## src/rtl/mlqs_pkg.sv

```systemverilog
// ----------------------------------------------------------------------------
// mlqs_pkg
// Shared types, field widths and codes of the multilevel queue scheduler.
// ----------------------------------------------------------------------------
package mlqs_pkg;

	localparam int QUEUE_SLOTS_DEF = 8;
	localparam int MAX_QUEUES_DEF  = 8;

	localparam int OP_W     = 2;
	localparam int QIDX_W   = 3;
	localparam int ID_W     = 8;
	localparam int PRIO_W   = 8;
	localparam int STATUS_W = 2;
	localparam int CFG_W    = 4;

	// any dequeue code that is not the priority one is served in fifo order
	localparam logic [OP_W-1:0] OP_ENQ      = 2'd0;
	localparam logic [OP_W-1:0] OP_DEQ_PRIO = 2'd2;

	localparam logic [STATUS_W-1:0] ST_OK        = 2'd0;
	localparam logic [STATUS_W-1:0] ST_FULL      = 2'd1;
	localparam logic [STATUS_W-1:0] ST_BAD_INDEX = 2'd2;
	localparam logic [STATUS_W-1:0] ST_EMPTY     = 2'd3;

	typedef struct packed {
		logic [ID_W-1:0]   id;
		logic [PRIO_W-1:0] prio;
	} entry_t;

	typedef struct packed {
		logic start;
		logic rd_valid;
	} best_ctl_t;

endpackage

```

## src/rtl/mlqs_if.sv

```systemverilog
// ----------------------------------------------------------------------------
// mlqs_req_if / mlqs_rsp_if
// Valid/ready channels for scheduler requests and results.
// ----------------------------------------------------------------------------
interface mlqs_req_if;
	logic                          valid;
	logic                          ready;
	logic [mlqs_pkg::OP_W-1:0]     operation;
	logic [mlqs_pkg::QIDX_W-1:0]   queue_index;
	logic [mlqs_pkg::ID_W-1:0]     process_id;
	logic [mlqs_pkg::PRIO_W-1:0]   entry_priority;

	modport source (output valid, operation, queue_index, process_id, entry_priority,
		input ready);
	modport sink (input valid, operation, queue_index, process_id, entry_priority,
		output ready);
endinterface

interface mlqs_rsp_if;
	logic                          valid;
	logic                          ready;
	logic [mlqs_pkg::STATUS_W-1:0] status;
	logic [mlqs_pkg::ID_W-1:0]     served_id;
	logic [mlqs_pkg::PRIO_W-1:0]   served_priority;
	logic [mlqs_pkg::QIDX_W-1:0]   served_queue;

	modport source (output valid, status, served_id, served_priority, served_queue,
		input ready);
	modport sink (input valid, status, served_id, served_priority, served_queue,
		output ready);
endinterface

```

## src/rtl/mlqs_entry_ram.sv

```systemverilog
// ----------------------------------------------------------------------------
// mlqs_entry_ram
// Entry store of all queues: one write port, one read port, registered read.
// ----------------------------------------------------------------------------
module mlqs_entry_ram import mlqs_pkg::*; #(
	parameter int AW = 6
) (
	input  logic          clk,
	input  logic          we,
	input  logic [AW-1:0] waddr,
	input  entry_t        wdata,
	input  logic [AW-1:0] raddr,
	output entry_t        rdata
);

	entry_t mem [2**AW];

	always_ff @(posedge clk) begin
		if (we) begin
			mem[waddr] <= wdata;
		end
		rdata <= mem[raddr];
	end

endmodule

```

## src/rtl/mlqs_best_unit.sv

```systemverilog
// ----------------------------------------------------------------------------
// mlqs_best_unit
// Shared priority comparator: tracks the first highest-priority entry of a
// scan, and keeps the head entry for the swap.
// ----------------------------------------------------------------------------
module mlqs_best_unit import mlqs_pkg::*; #(
	parameter int SLOT_W = 3
) (
	input  logic              clk,
	input  logic              arst_n,
	input  best_ctl_t         ctl,
	input  logic [SLOT_W-1:0] rd_slot,
	input  entry_t            rd_entry,
	output logic [SLOT_W-1:0] best_slot,
	output entry_t            best_entry,
	output entry_t            head_entry
);

	logic              first_q;
	logic [SLOT_W-1:0] best_slot_q;
	entry_t            best_entry_q;
	entry_t            head_entry_q;
	logic              take;

	// strict compare keeps the earliest entry on ties
	assign take = ctl.rd_valid && (first_q || (rd_entry.prio > best_entry_q.prio));

	always_ff @(posedge clk or negedge arst_n) begin
		if (!arst_n) begin
			first_q <= 1'b1;
		end else if (ctl.start) begin
			first_q <= 1'b1;
		end else if (ctl.rd_valid) begin
			first_q <= 1'b0;
		end
	end

	always_ff @(posedge clk) begin
		if (take) begin
			best_slot_q  <= rd_slot;
			best_entry_q <= rd_entry;
		end
		if (ctl.rd_valid && first_q) begin
			head_entry_q <= rd_entry;
		end
	end

	assign best_slot  = best_slot_q;
	assign best_entry = best_entry_q;
	assign head_entry = head_entry_q;

endmodule

```

## src/rtl/multilevel_queue_scheduler_core.sv

```systemverilog
// ----------------------------------------------------------------------------
// multilevel_queue_scheduler_core
// Ring-buffer queues with enqueue, fifo dequeue and highest-priority dequeue.
// ----------------------------------------------------------------------------
//   channel  dir  handshake      payload
//   req      in   valid/ready    operation, queue_index, process_id, entry_priority
//   rsp      out  valid/ready    status, served_id, served_priority, served_queue
//   cfg      in   cfg_we         cfg_wdata (queue_count)
//
// one request at a time: an enqueue steps S_SELECT, S_ENQ, S_DONE (no S_ENQ on a
// bad index), a dequeue S_SELECT, S_START, S_SCAN, S_SWAP, S_DONE (S_SELECT, S_DONE
// when every queue is empty), reading the head entry only in fifo mode and up to
// QUEUE_SLOTS-1 entries in priority mode through the single read port of the entry
// store and the one priority comparator. arst_n clears all pointers and the queue
// count; the entry store is not cleared. a stalled rsp holds the sequencer in its
// last state while req is not ready; a new request is taken while a result waits.
// ----------------------------------------------------------------------------
module multilevel_queue_scheduler_core import mlqs_pkg::*; #(
	parameter int QUEUE_SLOTS = QUEUE_SLOTS_DEF,
	parameter int MAX_QUEUES  = MAX_QUEUES_DEF
) (
	input  logic             clk,
	input  logic             arst_n,
	input  logic             cfg_we,
	input  logic [CFG_W-1:0] cfg_wdata,
	mlqs_req_if.sink         req,
	mlqs_rsp_if.source       rsp
);

	localparam int SW = $clog2(QUEUE_SLOTS);
	localparam int QW = (MAX_QUEUES > 1) ? $clog2(MAX_QUEUES) : 1;
	localparam int CW = $clog2(MAX_QUEUES + 1);
	localparam int AW = QW + SW;
	localparam logic [SW-1:0] LAST_SLOT = SW'(QUEUE_SLOTS - 1);

	typedef enum logic [2:0] {
		S_IDLE, S_SELECT, S_ENQ, S_START, S_SCAN, S_SWAP, S_DONE
	} state_t;

	state_t                state_q;
	logic                  op_enq_q;
	logic                  op_prio_q;
	logic                  bad_q;
	entry_t                new_entry_q;
	logic [QW-1:0]         cur_q_q;
	logic [SW-1:0]         head_q [MAX_QUEUES];
	logic [SW-1:0]         tail_q [MAX_QUEUES];
	logic [CW-1:0]         queue_count_q;
	logic [SW-1:0]         issue_slot_q;
	logic [SW-1:0]         scan_end_q;
	logic                  rd_pend_q;
	logic [SW-1:0]         rd_slot_q;
	logic [STATUS_W-1:0]   res_status_q;
	entry_t                res_entry_q;
	logic                  rsp_valid_q;
	logic [STATUS_W-1:0]   rsp_status_q;
	entry_t                rsp_entry_q;
	logic [QIDX_W-1:0]     rsp_queue_q;

	logic [SW-1:0]         cur_head;
	logic [SW-1:0]         cur_tail;
	logic                  cur_full;
	logic [MAX_QUEUES-1:0] nonempty;
	logic                  cand_any;
	logic [QW-1:0]         cand_idx;
	logic                  scan_issue;
	logic [CW-1:0]         count_sat;

	logic                  ram_we;
	logic [AW-1:0]         ram_waddr;
	entry_t                ram_wdata;
	logic [AW-1:0]         ram_raddr;
	entry_t                ram_rdata;

	best_ctl_t             best_ctl;
	logic [SW-1:0]         best_slot;
	entry_t                best_entry;
	entry_t                head_entry;

	function automatic logic [SW-1:0] next_slot(input logic [SW-1:0] p);
		next_slot = (p == LAST_SLOT) ? '0 : p + 1'b1;
	endfunction

	assign cur_head = head_q[cur_q_q];
	assign cur_tail = tail_q[cur_q_q];
	assign cur_full = (next_slot(cur_tail) == cur_head);

	for (genvar g = 0; g < MAX_QUEUES; g++) begin : g_empty
		assign nonempty[g] = (head_q[g] != tail_q[g]);
	end

	// lowest-numbered queue in use that holds an entry
	always_comb begin
		cand_any = 1'b0;
		cand_idx = '0;
		for (int i = MAX_QUEUES - 1; i >= 0; i--) begin
			if ((i < int'(queue_count_q)) && nonempty[i]) begin
				cand_any = 1'b1;
				cand_idx = QW'(i);
			end
		end
	end

	assign count_sat = (int'(cfg_wdata) > MAX_QUEUES) ? CW'(MAX_QUEUES) : CW'(cfg_wdata);

	assign scan_issue = (state_q == S_SCAN) && (issue_slot_q != scan_end_q);

	always_comb begin
		ram_we    = ((state_q == S_ENQ) && !cur_full) || (state_q == S_SWAP);
		ram_waddr = (state_q == S_SWAP) ? {cur_q_q, best_slot} : {cur_q_q, cur_tail};
		ram_wdata = (state_q == S_SWAP) ? head_entry : new_entry_q;
		ram_raddr = {cur_q_q, issue_slot_q};
	end

	assign best_ctl.start    = (state_q == S_START);
	assign best_ctl.rd_valid = rd_pend_q;

	mlqs_entry_ram #(
		.AW(AW)
	) u_ram (
		.clk   (clk),
		.we    (ram_we),
		.waddr (ram_waddr),
		.wdata (ram_wdata),
		.raddr (ram_raddr),
		.rdata (ram_rdata)
	);

	mlqs_best_unit #(
		.SLOT_W(SW)
	) u_best (
		.clk        (clk),
		.arst_n     (arst_n),
		.ctl        (best_ctl),
		.rd_slot    (rd_slot_q),
		.rd_entry   (ram_rdata),
		.best_slot  (best_slot),
		.best_entry (best_entry),
		.head_entry (head_entry)
	);

	always_ff @(posedge clk or negedge arst_n) begin
		if (!arst_n) begin
			state_q       <= S_IDLE;
			queue_count_q <= '0;
			rd_pend_q     <= 1'b0;
			rsp_valid_q   <= 1'b0;
			for (int i = 0; i < MAX_QUEUES; i++) begin
				head_q[i] <= '0;
				tail_q[i] <= '0;
			end
		end else begin
			// in S_DONE the result register is loaded below instead
			if (rsp_valid_q && rsp.ready && (state_q != S_DONE)) begin
				rsp_valid_q <= 1'b0;
			end

			// one read in flight per cycle, its data lands in the best unit
			rd_pend_q <= scan_issue;
			if (scan_issue) begin
				rd_slot_q    <= issue_slot_q;
				issue_slot_q <= next_slot(issue_slot_q);
			end

			case (state_q)
				S_IDLE: begin
					if (req.valid) begin
						op_enq_q    <= (req.operation == OP_ENQ);
						op_prio_q   <= (req.operation == OP_DEQ_PRIO);
						bad_q       <= (int'(req.queue_index) >= int'(queue_count_q));
						cur_q_q     <= QW'(req.queue_index);
						new_entry_q <= '{id: req.process_id, prio: req.entry_priority};
						res_entry_q <= '0;
						state_q     <= S_SELECT;
					end
				end
				S_SELECT: begin
					if (op_enq_q) begin
						if (bad_q) begin
							res_status_q <= ST_BAD_INDEX;
							state_q      <= S_DONE;
						end else begin
							state_q <= S_ENQ;
						end
					end else if (!cand_any) begin
						res_status_q <= ST_EMPTY;
						state_q      <= S_DONE;
					end else begin
						cur_q_q <= cand_idx;
						state_q <= S_START;
					end
				end
				S_ENQ: begin
					if (cur_full) begin
						res_status_q <= ST_FULL;
					end else begin
						res_status_q      <= ST_OK;
						tail_q[cur_q_q]   <= next_slot(cur_tail);
					end
					state_q <= S_DONE;
				end
				S_START: begin
					// fifo mode reads the head entry only
					issue_slot_q <= cur_head;
					scan_end_q   <= op_prio_q ? cur_tail : next_slot(cur_head);
					state_q      <= S_SCAN;
				end
				S_SCAN: begin
					if (!scan_issue && !rd_pend_q) begin
						state_q <= S_SWAP;
					end
				end
				S_SWAP: begin
					head_q[cur_q_q] <= next_slot(cur_head);
					res_status_q    <= ST_OK;
					res_entry_q     <= best_entry;
					state_q         <= S_DONE;
				end
				S_DONE: begin
					if (!rsp_valid_q || rsp.ready) begin
						rsp_valid_q  <= 1'b1;
						rsp_status_q <= res_status_q;
						rsp_entry_q  <= res_entry_q;
						rsp_queue_q  <= ((res_status_q == ST_OK) && !op_enq_q) ?
							QIDX_W'(cur_q_q) : '0;
						state_q      <= S_IDLE;
					end
				end
				default: begin
					state_q <= S_IDLE;
				end
			endcase

			// queue_count write empties every queue
			if (cfg_we) begin
				queue_count_q <= count_sat;
				for (int i = 0; i < MAX_QUEUES; i++) begin
					head_q[i] <= '0;
					tail_q[i] <= '0;
				end
			end
		end
	end

	assign req.ready           = (state_q == S_IDLE);
	assign rsp.valid           = rsp_valid_q;
	assign rsp.status          = rsp_status_q;
	assign rsp.served_id       = rsp_entry_q.id;
	assign rsp.served_priority = rsp_entry_q.prio;
	assign rsp.served_queue    = rsp_queue_q;

	a_busy_after_accept: assert property (@(posedge clk) disable iff (!arst_n)
		(req.valid && req.ready) |=> !req.ready)
		else $error("request accepted while previous one in progress");

	a_cfg_empties: assert property (@(posedge clk) disable iff (!arst_n)
		cfg_we |=> (nonempty == '0))
		else $error("queues not empty after queue_count write");

	a_scan_exit: assert property (@(posedge clk) disable iff (!arst_n)
		(state_q == S_SCAN) |=> ((state_q == S_SCAN) || (state_q == S_SWAP)))
		else $error("scan left to an unexpected state");

	a_fail_fields_zero: assert property (@(posedge clk) disable iff (!arst_n)
		(rsp.valid && (rsp.status != ST_OK)) |->
		((rsp.served_id == '0) && (rsp.served_priority == '0) && (rsp.served_queue == '0)))
		else $error("served fields set on a failed request");

endmodule

```

## src/flat_wrapper.sv

```systemverilog
// flat-port wrapper written by rule: the top's interface ports become plain ports
module multilevel_queue_scheduler_core_flat import mlqs_pkg::*;
#(
	parameter int QUEUE_SLOTS = QUEUE_SLOTS_DEF,
	parameter int MAX_QUEUES  = MAX_QUEUES_DEF
)
  (clk, arst_n, cfg_we, cfg_wdata, req_valid, req_operation, req_queue_index, req_process_id, req_entry_priority, req_ready, rsp_valid, rsp_status, rsp_served_id, rsp_served_priority, rsp_served_queue, rsp_ready);
  mlqs_req_if req_i ();
  mlqs_rsp_if rsp_i ();
  input  logic clk;
  input  logic arst_n;
  input  logic cfg_we;
  input  logic [CFG_W-1:0] cfg_wdata;
  input wire logic [$bits(req_i.valid)-1:0] req_valid;
  input wire logic [$bits(req_i.operation)-1:0] req_operation;
  input wire logic [$bits(req_i.queue_index)-1:0] req_queue_index;
  input wire logic [$bits(req_i.process_id)-1:0] req_process_id;
  input wire logic [$bits(req_i.entry_priority)-1:0] req_entry_priority;
  output wire logic [$bits(req_i.ready)-1:0] req_ready;
  output wire logic [$bits(rsp_i.valid)-1:0] rsp_valid;
  output wire logic [$bits(rsp_i.status)-1:0] rsp_status;
  output wire logic [$bits(rsp_i.served_id)-1:0] rsp_served_id;
  output wire logic [$bits(rsp_i.served_priority)-1:0] rsp_served_priority;
  output wire logic [$bits(rsp_i.served_queue)-1:0] rsp_served_queue;
  input wire logic [$bits(rsp_i.ready)-1:0] rsp_ready;
  assign req_i.valid = req_valid;
  assign req_i.operation = req_operation;
  assign req_i.queue_index = req_queue_index;
  assign req_i.process_id = req_process_id;
  assign req_i.entry_priority = req_entry_priority;
  assign req_ready = req_i.ready;
  assign rsp_valid = rsp_i.valid;
  assign rsp_status = rsp_i.status;
  assign rsp_served_id = rsp_i.served_id;
  assign rsp_served_priority = rsp_i.served_priority;
  assign rsp_served_queue = rsp_i.served_queue;
  assign rsp_i.ready = rsp_ready;
  multilevel_queue_scheduler_core #(.QUEUE_SLOTS(QUEUE_SLOTS), .MAX_QUEUES(MAX_QUEUES)) u_core (.clk(clk), .arst_n(arst_n), .cfg_we(cfg_we), .cfg_wdata(cfg_wdata), .req(req_i), .rsp(rsp_i));
endmodule
```

## config.mk

```make
export PLATFORM = sky130hd
export DESIGN_NAME = multilevel_queue_scheduler_core_flat
export DESIGN_NICKNAME = d
export VERILOG_FILES = /design/src/rtl/mlqs_pkg.sv /design/src/rtl/mlqs_if.sv /design/src/rtl/mlqs_entry_ram.sv /design/src/rtl/mlqs_best_unit.sv /design/src/rtl/multilevel_queue_scheduler_core.sv /design/src/flat_wrapper.sv
export SDC_FILE = /design/constraint.sdc
export NUM_CORES = 1
export LEC_CHECK = 0
export BUFFER_PORTS_ARGS = -buffer_cell sky130_fd_sc_hd__clkbuf_2
export CAP_MARGIN = 20
export CELL_PAD_IN_SITES_DETAIL_PLACEMENT = 1
export CELL_PAD_IN_SITES_GLOBAL_PLACEMENT = 1
export CORE_MARGIN = 2
export CORE_UTILIZATION = 50
export CTS_CLUSTER_SIZE = 14
export DETAILED_ROUTE_END_ITERATION = 8
export PLACE_DENSITY = 0.81
export SETUP_SLACK_MARGIN = 0.4
export SLEW_MARGIN = 10
export SYNTH_ARGS = -nofsm -noshare
export SYNTH_HDL_FRONTEND = slang
export SYNTH_HIERARCHICAL = 1
export SYNTH_SLANG_ARGS = --single-unit
```

## constraint.sdc

```tcl
create_clock -name clk -period 4.9 [get_ports clk]
set_clock_uncertainty 0.1 [all_clocks]
set_input_delay 0.98 -clock clk [delete_from_list [all_inputs] [get_ports clk]]
set_output_delay 0.98 -clock clk [all_outputs]
set_load 0.02 [all_outputs]
```

# Yosys cells after proc, flatten, opt, wreduce, memory -nomap -nowiden
# Memories as Yosys holds them, arrays and structs flattened. A register that Yosys moved wholly into a read port is not among the register bits.
# Cells that the tools add are included.
# totals
ff_bits,163
ram_bits,1024
in_bits,30
output_inout_bits,23
word_cells,200
mem_count,1
# op_classes
add_sub_neg,3
n_lt_le_gt_ge,13
n_eq_ne,29
muxes,65
bitwise_logic,1
n_reduce_logical,46
# memory_table
name,words,word_bits,rd,rd_clocked_by_memory_dff,wr,line_no,rtl
u_core.u_ram.mem,64,16,1,1,1,mlqs_entry_ram.sv:16,entry_t mem [2**AW];
# op_table
cell,count
$mux 24,5
$mux 3,29
$bwmux 24,2
$mux 16,2
$pmux 16 s2,1
$ne 3x3->1,9
$bmux 3 s3,2
$eq 3x3->1 const B,6
$pmux 3 s6,1
$logic_and 1x1->1,17
$lt 3x4->1 const A,4
$mux 1,16
$reduce_and 3->1,4
$reduce_bool 2->1,6
$add 3x1->3 const B,3
$demux 3 s3,1
$gt 8x8->1,1
$lt 1x4->1 const A,2
$lt 2x4->1 const A,2
$ne 2x2->1 const B,4
$reduce_and 2->1,4
$eq 3x2->1 const B,2
$mux 2,3
$ne 3x3->1 const B,2
21 further kinds,29

# Depth between registers and ports, before layout
# Gate-level depths: netlist of run 1.
# depth
depth_word,13
depth_mapped,17
mapped_depth_nobuf,14

# Modules after synthesis
# Netlist of run 1, hierarchy kept.
# modules_own_cells
mod,instances,cells_each,area_each_um2,seq_area_each_um2
mlqs_entry_ram,1,1829,40042.2,31069.8
multilevel_queue_scheduler_core,1,571,6333.6,3528.4
mlqs_best_unit,1,68,1312.5,1077.3

# Least setup slack after synthesis of run 1
# Ideal clock, no wire load.
# synth_timing
kind,reg2reg
from,register u_core.cur_q_q[0]
to,memory u_core/u_ram/mem[48][0] (netlist name) (enable)
setup_ps,409
t_arrival_ps,4742
required_ps,4391
path_slack_ps,-351
stages_incl_launch_ff,16
period_less_slack_ps,5251
cell_sequence,edfxtp_1 > buf_2 > buf_2 > mux4_2 > nor2b_1 > a221oi_1 > inv_1 > ha_1 > ha_1 > or4_4 > o2111ai_4 > nand2_1 > nand2_1 > nor2b_1 > nand4b_1 > nor3_1
# synth_between
elab_chain_cells,12
word_cells_on_any_way,17
cone_classes,add/sub (1); eq/ne (2); mux (10); bitwise (1); reduce/logical (3)
# synth_lines
item,line_no,rtl
from (decl),multilevel_queue_scheduler_core.sv:45,logic [QW-1:0] cur_q_q;
from (signal assigned),multilevel_queue_scheduler_core.sv:171,cur_q_q <= QW'(req.queue_index);
from (signal assigned),multilevel_queue_scheduler_core.sv:189,cur_q_q <= cand_idx;
$not 3->4 (not written as such) *,"multilevel_queue_scheduler_core.sv:84, multilevel_queue_scheduler_core.sv:85",
$bmux 3 s3,multilevel_queue_scheduler_core.sv:85,assign cur_tail = tail_q[cur_q_q];
$mux 3 (not written as such) (2 in a row),multilevel_queue_scheduler_core.sv:85,
$add 3x1->3 / $eq 3x3->1 (equally long branches),multilevel_queue_scheduler_core.sv:81,next_slot = (p == LAST_SLOT) ? '0 : p + 1'b1;
$mux 3,multilevel_queue_scheduler_core.sv:81,
$eq 3x3->1 *,multilevel_queue_scheduler_core.sv:86,assign cur_full = (next_slot(cur_tail) == cur_head);
$logic_not 1->1 *,multilevel_queue_scheduler_core.sv:109,ram_we = ((state_q == S_ENQ) && !cur_full) || (state_q == S_SWAP);
$logic_and 1x1->1 *,multilevel_queue_scheduler_core.sv:109,
$logic_or 1x1->1 *,multilevel_queue_scheduler_core.sv:109,
net u_core.ram_we,multilevel_queue_scheduler_core.sv:69,logic ram_we;
$mux 1 *,mlqs_entry_ram.sv:19,if (we) begin
$mux 1 (not written as such) *,mlqs_entry_ram.sv:20,mem[waddr] <= wdata;
to (decl),mlqs_entry_ram.sv:16,
# The timed path passes the listed nets; every way through them passes the cells marked *. The select of a mux whose other input is x is not followed.

# Worst setup path after layout of run 1
# layout_timing
from,register u_core.cur_q_q[0]
to,memory u_core/u_ram/mem[45][13] (netlist name) (enable)
# Same word-level chain as after synthesis.

==> results of run 1 <==
power by group through the flow:
stage / Clock, uW / Sequential [uW] / Combinational, uW
floorplan: 0 / 12800 / 3410
global placement: 0 / 12800 / 5230
detailed placement: 0 / 12900 / 5540
CTS: 9070 / 12700 / 5740
global route: 9470 / 12700 / 6130
finish: 9060 / 12700 / 5950
worst paths after layout:
| check | startpoint | end | slack (ns) | cells after the start |
|---|---|---|---|---|
| max | u_core/cur_q_q[0]$_DFFE_PP_ | u_core/u_ram/mem[45][13]$_DFFE_PP_ | 0.54 | 15 |
| min | arst_n | u_core/tail_q[23]$_DFFE_PN0P_ | 0.17 | 1 |
| max reg2reg | u_core/cur_q_q[0]$_DFFE_PP_ | u_core/u_ram/mem[45][13]$_DFFE_PP_ | 0.54 | 15 |
| min reg2reg | u_core/res_entry_q[2]$_SDFFCE_PN0P_ | u_core/rsp.served_priority[2]$_DFFE_PP_ | 0.32 | 0 |
| max in group asynchronous | arst_n | u_core/tail_q[17]$_DFFE_PN0P_ | 3.56 | 2 |
| min in group clk | u_core/res_entry_q[2]$_SDFFCE_PN0P_ | u_core/rsp.served_priority[2]$_DFFE_PP_ | 0.32 | 0 |
placed cells by master, fill, tap and decap left out, drive strengths merged, types with 36 or more instances in the layout:
cell	Yosys	routed
mux2i	128	128
edfxtp	1129	1129
dfrtp	57	57
mux2	36	36
mux4	229	229
a21oi	38	38
nand3	46	46
clkbuf	54	201
clkinv	0	52
nor2b	43	43
nand2	140	140
nor2	118	118
buf	85	180
a22oi	41	41
final cells by class:
class	count	area, um2	area share [%]
tap	1265	1580	2.89
sequential	1203	35700	65.1
clock inverter	68	624	1.14
clock buffer	150	3180	5.81
inverter	19	71.3	0.130
timing repair buffer	231	2140	3.90
antenna	1	2.50	0.00457
multi-input combinational	1107	11500	21.0
cell families after synthesis:
logic type,Yosys count,synth area share [%]
DFF,1203,74.8
and+or+nand+nor,463,4.71
muxes,393,14.4
AOI/OAI and AO/OA,206,3.16
buffers and inverters,158,1.97
xor gates and xnor gates,28,0.514
adders and majority gates,17,0.446
timing repair:
action	in CTS	in global routing
resized for setup	9	10
endpoints found under the hold margin	0	0
setup buffers	55	6
pin swaps	32	0
endpoints found under the setup margin	925	630
metrics by stage:
stage	total power [uW]	hold slack (ns)	instance area (um2)	worst slack, ns	setup TNS [ns]
finish	27700	0.174	54800	0.543	0
floorplan	16200	0.300	48000	0.400	0
detailed placement	18400	0.306	50000	-0.185	-30.02
global route	28300	0.189	54800	0.523	0
CTS	27500	0.158	54600	0.445	0
global placement	18100	0.305	50000	0.0262	0
metal layers:
layer / up-vias / GRT usage (%) / wire length [um]
met2: 1824 / 46.0 / 67100
met4: 4 / 12.5 / 6800
met5: - / 0 / 26
li1: 10400 / - / -
met3: 392 / 5.33 / 14600
met1: 13700 / 38.7 / 50800
flip-flops by register name, summed over array words and instances (netlist names), 16 cells and up:
signal,count
u_core/u_ram/mem,1024
u_core/head_q,24
u_core/tail_q,24
u_core/new_entry_q,16
u_core/res_entry_q,16
u_core/u_best/best_entry,16
u_core/u_best/head_entry,16
u_core/u_ram/rdata,16
==> impl_metrics.sql, run 1 <==
INSERT INTO impl_metrics (metric_group, metric, value, unit) VALUES
('clock_tree', 'cts_tree', 'done', ''),
('route', 'routed_via_density', '6.51', ''),
('placement', 'io_buffer_count', '52', ''),
('logic_synthesis', 'post_synth_num_cell_types', '70', ''),
('clock_tree', 'clkLatencyLatePin', '0.74', 'ns'),
('timing', 'achievable-frequency', '0.230', 'GHz'),
('setup_path', 'crit_required', '5.17', 'ns'),
('final_layout', 'final_cell_count_no_fill', '4044', ''),
('clock_tree', 'cts-htree-levels', '3', ''),
('clock_tree', 'cts_inserted_buffers', '118', ''),
('logic_synthesis', 'yosysTopAreaCellShare', '71.1', '%'),
('clock_tree', 'cts_buffer_depth', '3', ''),
('clock_tree', 'root_buffer', 'clkbuf_16', ''),
('run_status', 'outcome', 'finished clean', ''),
('logic_synthesis', 'syn_area_per_cell', '19.3', 'um2'),
('setup_path', 'path_cells', 'buf_4, buf_4, a21oi_1, a21oi_1, a221oi_2, inv_1, ha_1, ha_2, or4_4, o2111ai_4, nand2_4, nand2_8, nand3_2, nor2_1, buf_4', ''),
('setup_path', 'worst_path_largest_cell_delay', '0.55', 'ns'),
('logic_synthesis', 'synthesis.instances', '2468', ''),
('logic_synthesis', 'synth_edf_count', '1129', ''),
('setup_path', 'critical-path-top-delay-family', 'simple AND/OR/NAND/NOR gates', ''),
('logic_synthesis', 'yosys.cell_count.top_type', 'edfxtp_1', ''),
('setup_path', 'timing.critical_path.fanout_max', '16', ''),
('floorplanning', 'placementRows', '113', ''),
('logic_synthesis', 'ys_dominant_reg_cell', 'edfxtp_1', ''),
('setup_path', 'path_buf_inv', '4', ''),
('timing', 'finalWorstPathRequiredPeriod', '4.36', 'ns'),
('timing', 'final-setup-viol-count', '0', ''),
('logic_synthesis', 'synth.top_cells.by_count', 'edfxtp_1, mux4_2, nand2_1, mux2i_1, nor2_1', ''),
('power', 'power_frac_clock', '32.7', '%'),
('logic_synthesis', 'synth_nets', '2515', ''),
('timing', 'worst_slew_margin_rel', '22.7', '%'),
('timing', 'slew_viol_final', '0', ''),
('timing', 'timing.final.crit_share', '88.9', '%'),
('setup_path', 'setup.worst_path.class', 'flop to flop', ''),
('clock_tree', 'cts_num_sinks', '1203', ''),
('global_routing', 'grt_overflow_total', '0', ''),
('setup_path', 'setup.worst_path.end_class', 'flop', ''),
('setup_path', 'critPathSlowestCell', 'or4_4', ''),
('route', 'drt_drc_violations_left', '0', ''),
('logic_synthesis', 'proportion_of_synthesized_flip_flops_having_asynchronous_set_or_reset', '4.82', '%'),
('power', 'comb_power_share', '21.5', '%'),
('power', 'leakage', '0.0183', 'uW'),
('floorplanning', 'design.die.area', '97900', 'um2'),
('global_routing', 'antenna_found_initial', '2', ''),
('clock_tree', 'path_clk_slew', '0.06', 'ns'),
('floorplanning', 'core_area', '94700', 'um2'),
('setup_path', 'worst_setup_path_start_kind', 'flop', ''),
('power', 'cell_internal_pwr', '19400', 'uW'),
('placement', 'dp_cells', '3759', ''),
('global_routing', 'grt_pass1_wl', '202000', 'um'),
('timing', 'final-hold-violation-count', '0', ''),
('route', 'vias', '26300', ''),
('global_routing', 'grt_pass1_vias', '27600', ''),
('route', 'post_drt_wl_per_cell', '34.4', 'um'),
('power', 'switching_share', '29.9', '%'),
('logic_synthesis', 'synth-seq-area-share', '74.8', '%'),
('floorplanning', 'start_util', '50.3', '%'),
('logic_synthesis', 'yosysTopAreaCell', 'edfxtp_1', ''),
('final_layout', 'net_count_of_the_finished_layout', '2727', ''),
('setup_path', 'worst-endpoint-arrival', '4.63', 'ns'),
('global_routing', 'grt_max_degree', '71', ''),
('timing', 'worst_slew_pin_slew', '1.16', 'ns'),
('logic_synthesis', 'ys_seq_elements', '1203', ''),
('final_layout', 'flow.area_growth_from_synthesis', '14.9', '%'),
('floorplanning', 'chipHeight', '313', 'um'),
('power', 'seq_power_share', '45.8', '%'),
('floorplanning', 'design.portCount', '53', ''),
('placement', 'place.gp.congestion', '0.913', ''),
('job', 'max-cap-violations', '0', ''),
('power', 'worst_ir_drop_vdd', '315', 'uV'),
('route', 'drt_first_pass_iters', '6', '');
(Power assumes the default switching activity.)
==> inputs of run 2 (changes only) <==
- CTS_CLUSTER_SIZE: 14 -> not set
- PLACE_DENSITY: 0.81 -> 0.72
- SYNTH_HIERARCHICAL: 1 -> not set
==> run 2 against run 1 <==
Against the previous run:
- synthesized cell count is 5.3% lower
- maximum frequency is 0.70% higher
- total power is 0.14% lower
- worst setup slack better by 0.030 ns
- sequential share of layout area is 0.17 points higher
- cell count is 3.8% lower
- combinational power is 2% lower
- hold slack worse by 0.073 ns
- routed wire length is 7.2% lower
==> impl_metrics.sql, run 2 <==
INSERT INTO impl_metrics (metric_group, metric, value, unit) VALUES
('setup_path', 'worst-endpoint-arrival', '4.62', 'ns'),
('final_layout', 'net_count_of_the_finished_layout', '2575', ''),
('route', 'post_drt_wl_per_cell', '33.2', 'um'),
('setup_path', 'worst_path_largest_cell_delay', '0.44', 'ns'),
('floorplanning', 'start_util', '50.3', '%'),
('route', 'drt_wl_total', '129000', 'um'),
('setup_path', 'setup.worst_path.end', 'u_core.u_ram.mem[35][10]$_DFFE_PP_', ''),
('floorplanning', 'design.die.area', '97600', 'um2'),
('timing', 'worst_slew_pin_slew', '1.16', 'ns'),
('setup_path', 'setup.worst_path.end_class', 'flop', ''),
('final_layout', 'postLayoutCellArea', '54600', 'um2'),
('final_layout', 'ratio_of_cells_with_drive_above_1_in_the_final_layout', '28.9', '%'),
('clock_tree', 'cts-htree-levels', '3', ''),
('route', 'drt_first_pass_iters', '5', ''),
('final_layout', 'final-seq-area', '35700', 'um2'),
('timing', 'achievable-frequency', '0.231', 'GHz'),
('global_routing', 'antenna_found_initial', '4', ''),
('setup_path', 'worstReg2RegEnd', 'u_core.u_ram.mem[35][10]$_DFFE_PP_', ''),
('final_layout', 'max_ffs_per_register', '1024', ''),
('route', 'drt_drc_violations_left', '0', ''),
('setup_path', 'path_buf_inv', '4', ''),
('global_routing', 'grt_pass1_vias', '25700', ''),
('logic_synthesis', 'synth_edf_count', '1129', ''),
('timing', 'finalWorstPathRequiredPeriod', '4.33', 'ns'),
('setup_path', 'critPathSlowestCell', 'edfxtp_1', ''),
('setup_path', 'path_cells', 'buf_4, mux2i_1, o2bb2ai_1, or3_1, ha_1, ha_1, nor4_4, xor2_2, o21ai_4, buf_12, buf_4, a2111oi_2, buf_4', ''),
('floorplanning', 'chipHeight', '312', 'um'),
('setup_path', 'crit_start', 'u_core.cur_q_q[0]$_DFFE_PP_', ''),
('clock_tree', 'ctsHoldBuffers', '0', ''),
('logic_synthesis', 'yosysTopAreaCell', 'edfxtp_1', ''),
('global_routing', 'grt_util_all_layers', '26.9', '%'),
('logic_synthesis', 'syn_area_per_cell', '20.3', 'um2'),
('floorplanning', 'placementRows', '113', ''),
('setup_path', 'regToRegStartpoint', 'u_core.cur_q_q[0]$_DFFE_PP_', ''),
('logic_synthesis', 'post_synth_main_area_contributors', 'edfxtp_1, mux4_2, dfrtp_1', ''),
('route', 'vias', '24500', ''),
('placement', 'place_area', '50600', 'um2'),
('final_layout', 'fillCellCount', '8039', ''),
('setup_path', 'critical-path-top-delay-family', 'buffers and inverters', ''),
('setup_path', 'worst_setup_path_start_kind', 'flop', ''),
('job', 'max-cap-violations', '0', ''),
('worst_hold_path', 'holdCritPathClass', 'input port to async pin', ''),
('route', 'antenna_left', '0', ''),
('floorplanning', 'design.portCount', '53', ''),
('logic_synthesis', 'synthesis.instances', '2338', ''),
('logic_synthesis', 'ys_dominant_reg_cell', 'edfxtp_1', ''),
('logic_synthesis', 'netlist_area', '47600', 'um2'),
('timing', 'rsz0062_at_grt', 'no', ''),
('placement', 'dp_hpwl', '81000', 'um'),
('setup_path', 'setup.worst_path.class', 'flop to flop', ''),
('logic_synthesis', 'yosysWarnings', '0', ''),
('route', 'drt_iter0_markers', '2875', ''),
('global_routing', 'grt_overflow_total', '0', ''),
('timing', 'final-hold-violation-count', '0', ''),
('floorplanning', 'chipWidth', '312', 'um'),
('timing', 'timing.final.crit_share', '88.3', '%'),
('route', 'routed_via_density', '6.30', ''),
('power', 'pnr_total_power', '27600', 'uW'),
('logic_synthesis', 'yosys.cell_count.top_type', 'edfxtp_1', ''),
('logic_synthesis', 'proportion_of_synthesized_flip_flops_having_asynchronous_set_or_reset', '4.82', '%'),
('clock_tree', 'cts_buffer_depth', '3', ''),
('final_layout', 'regMostFlops', 'u_core.u_ram.mem', ''),
('setup_path', 'crit_required', '5.19', 'ns'),
('clock_tree', 'root_buffer', 'clkbuf_16', ''),
('placement', 'io_buffer_count', '52', ''),
('setup_path', 'reg2reg_setup_slack', '0.57', 'ns'),
('setup_path', 'timing.reg2reg.worst_path_depth', '13', ''),
('floorplanning', 'core_area', '94600', 'um2'),
('setup_path', 'crit_cells', '13', ''),
('setup_path', 'timing.critical_path.fanout_max', '16', ''),
('clock_tree', 'path_clk_slew', '0.06', 'ns'),
('power', 'worst_ir_drop_vdd', '326', 'uV'),
('final_layout', 'most-common-layout-cells', 'edfxtp_1, mux4_2, mux2i_1, buf_4, clkbuf_16', ''),
('clock_tree', 'cts_inserted_buffers', '120', ''),
('run_status', 'outcome', 'finished clean', ''),
('placement', 'place.gp.congestion', '0.884', ''),
('global_routing', 'grt_pass1_wl', '189000', 'um'),
('final_layout', 'multi_input_area', '11800', 'um2'),
('logic_synthesis', 'synth_nets', '2385', ''),
('setup_path', 'timing.critical_path.mode_cell', 'buf_4', ''),
('final_layout', 'layout.cells.most_common', 'edfxtp_1', ''),
('clock_tree', 'cts_num_sinks', '1203', ''),
('timing', 'slew_viol_final', '0', ''),
('clock_tree', 'clkLatencyLatePin', '0.72', 'ns'),
('logic_synthesis', 'post_synth_num_cell_types', '64', ''),
('logic_synthesis', 'synth-seq-area-share', '75.0', '%'),
('timing', 'worst_slew_margin_rel', '22.4', '%'),
('power', 'power-per-cell-area', '506', 'nW/um2'),
('clock_tree', 'cts_tree', 'done', ''),
('logic_synthesis', 'yosysTopAreaCellShare', '71.3', '%'),
('logic_synthesis', 'ys_seq_elements', '1203', ''),
('final_layout', 'biggestRegsByFlops', 'u_core.u_ram.mem x1024, u_core.head_q x24, u_core.tail_q x24', ''),
('logic_synthesis', 'synth.top_cells.by_count', 'edfxtp_1, mux4_2, mux2i_1, nand2_1, clkbuf_1', ''),
('power', 'leakage', '0.0181', 'uW'),
('final_layout', 'flow.area_growth_from_synthesis', '14.9', '%'),
('global_routing', 'grt_max_degree', '65', ''),
('timing', 'final-setup-viol-count', '0', '');
==> run 2: changes by cell type after synthesis, moves of 13 or more <==
cell,change
nor2_1,-71
mux4_2,+52
o22ai_1,+39
a22oi_1,-38
nor2b_1,-33
mux2_2,-28
a211oi_1,+25
nand3_1,-24
o21ai_0,+22
nand4_1,-16
a221oi_1,-14
buf_6,-14
a2111oi_2,+13
a21oi_1,-13
==> run 2: cells by family after synthesis <==
kind of cell	Yosys count	synth area share (%)
xor+xnor	30	0.568
buf+inv	159	1.48
mux	423	16.2
fa+ha+maj	17	0.447
flops	1203	75.0
compound gates	215	3.37
simple gates	291	2.89
==> run 2: timing repair <==
action	4_1_cts	5_1_grt
buffers inserted	0	13
gates resized for setup	0	4
setup endpoints to repair	0	329
endpoints found under the hold margin	0	0
==> run 2: power breakdown <==
group	leakage, uW	internal [uW]	switching (uW)
clock	0.00191	5220	3920
sequential	0.0111	12400	240
combinational	0.00504	1840	4010
==> run 2: final cells by class <==
type                    count  area share (%)
well taps                1265            2.90
clock buffers             150            5.87
repair buffers            207            2.97
inverters                  20           0.137
diodes                      2         0.00916
multi-input cells         976            21.5
clock inverters            67            1.28
flip-flops and latches   1203            65.3
==> run 2: how the worst min path moves through the flow <==
stage | start | endpoint | slack (ns) | cells after the start
after floorplan | u_core.res_entry_q[8]$_SDFFCE_PN0P_ | u_core.rsp.served_id[0]$_DFFE_PP_ | 0.30 | 0
after global placement | u_core.rd_slot_q[0]$_DFFE_PP_ | u_core.u_best.best_slot[0]$_DFFE_PP_ | 0.31 | 0
after detailed placement | u_core.rd_slot_q[2]$_DFFE_PP_ | u_core.u_best.best_slot[2]$_DFFE_PP_ | 0.31 | 0
after CTS | arst_n | u_core.state_q[0]$_DFFE_PN0P_ | 0.09 | 1
after global routing | arst_n | u_core.state_q[0]$_DFFE_PN0P_ | 0.11 | 1
final | arst_n | u_core.state_q[0]$_DFFE_PN0P_ | 0.10 | 1
==> run 2: through the flow <==
step                      hold slack (ns)  setup slack (ns)  instances  util [%]  setup TNS, ns
after global placement              0.306             0.426       3654      53.4              0
after CTS                          0.0927             0.481       3874      57.6              0
final                               0.101             0.573       3890      57.8              0
after global routing                0.112             0.424       3888      57.8              0
after detailed placement            0.306             0.492       3657      53.5              0
after floorplan                     0.300            -0.297       2338         -         -33.26
==> run 2: metal layers <==
metal | track usage, % | vias up | wire length (um)
li1 | - | 9993 | -
met1 | 37.6 | 13100 | 51600
met2 | 43.7 | 1184 | 63500
met3 | 3.96 | 240 | 9380
met4 | 9.98 | 6 | 4780
met5 | 0 | - | 37
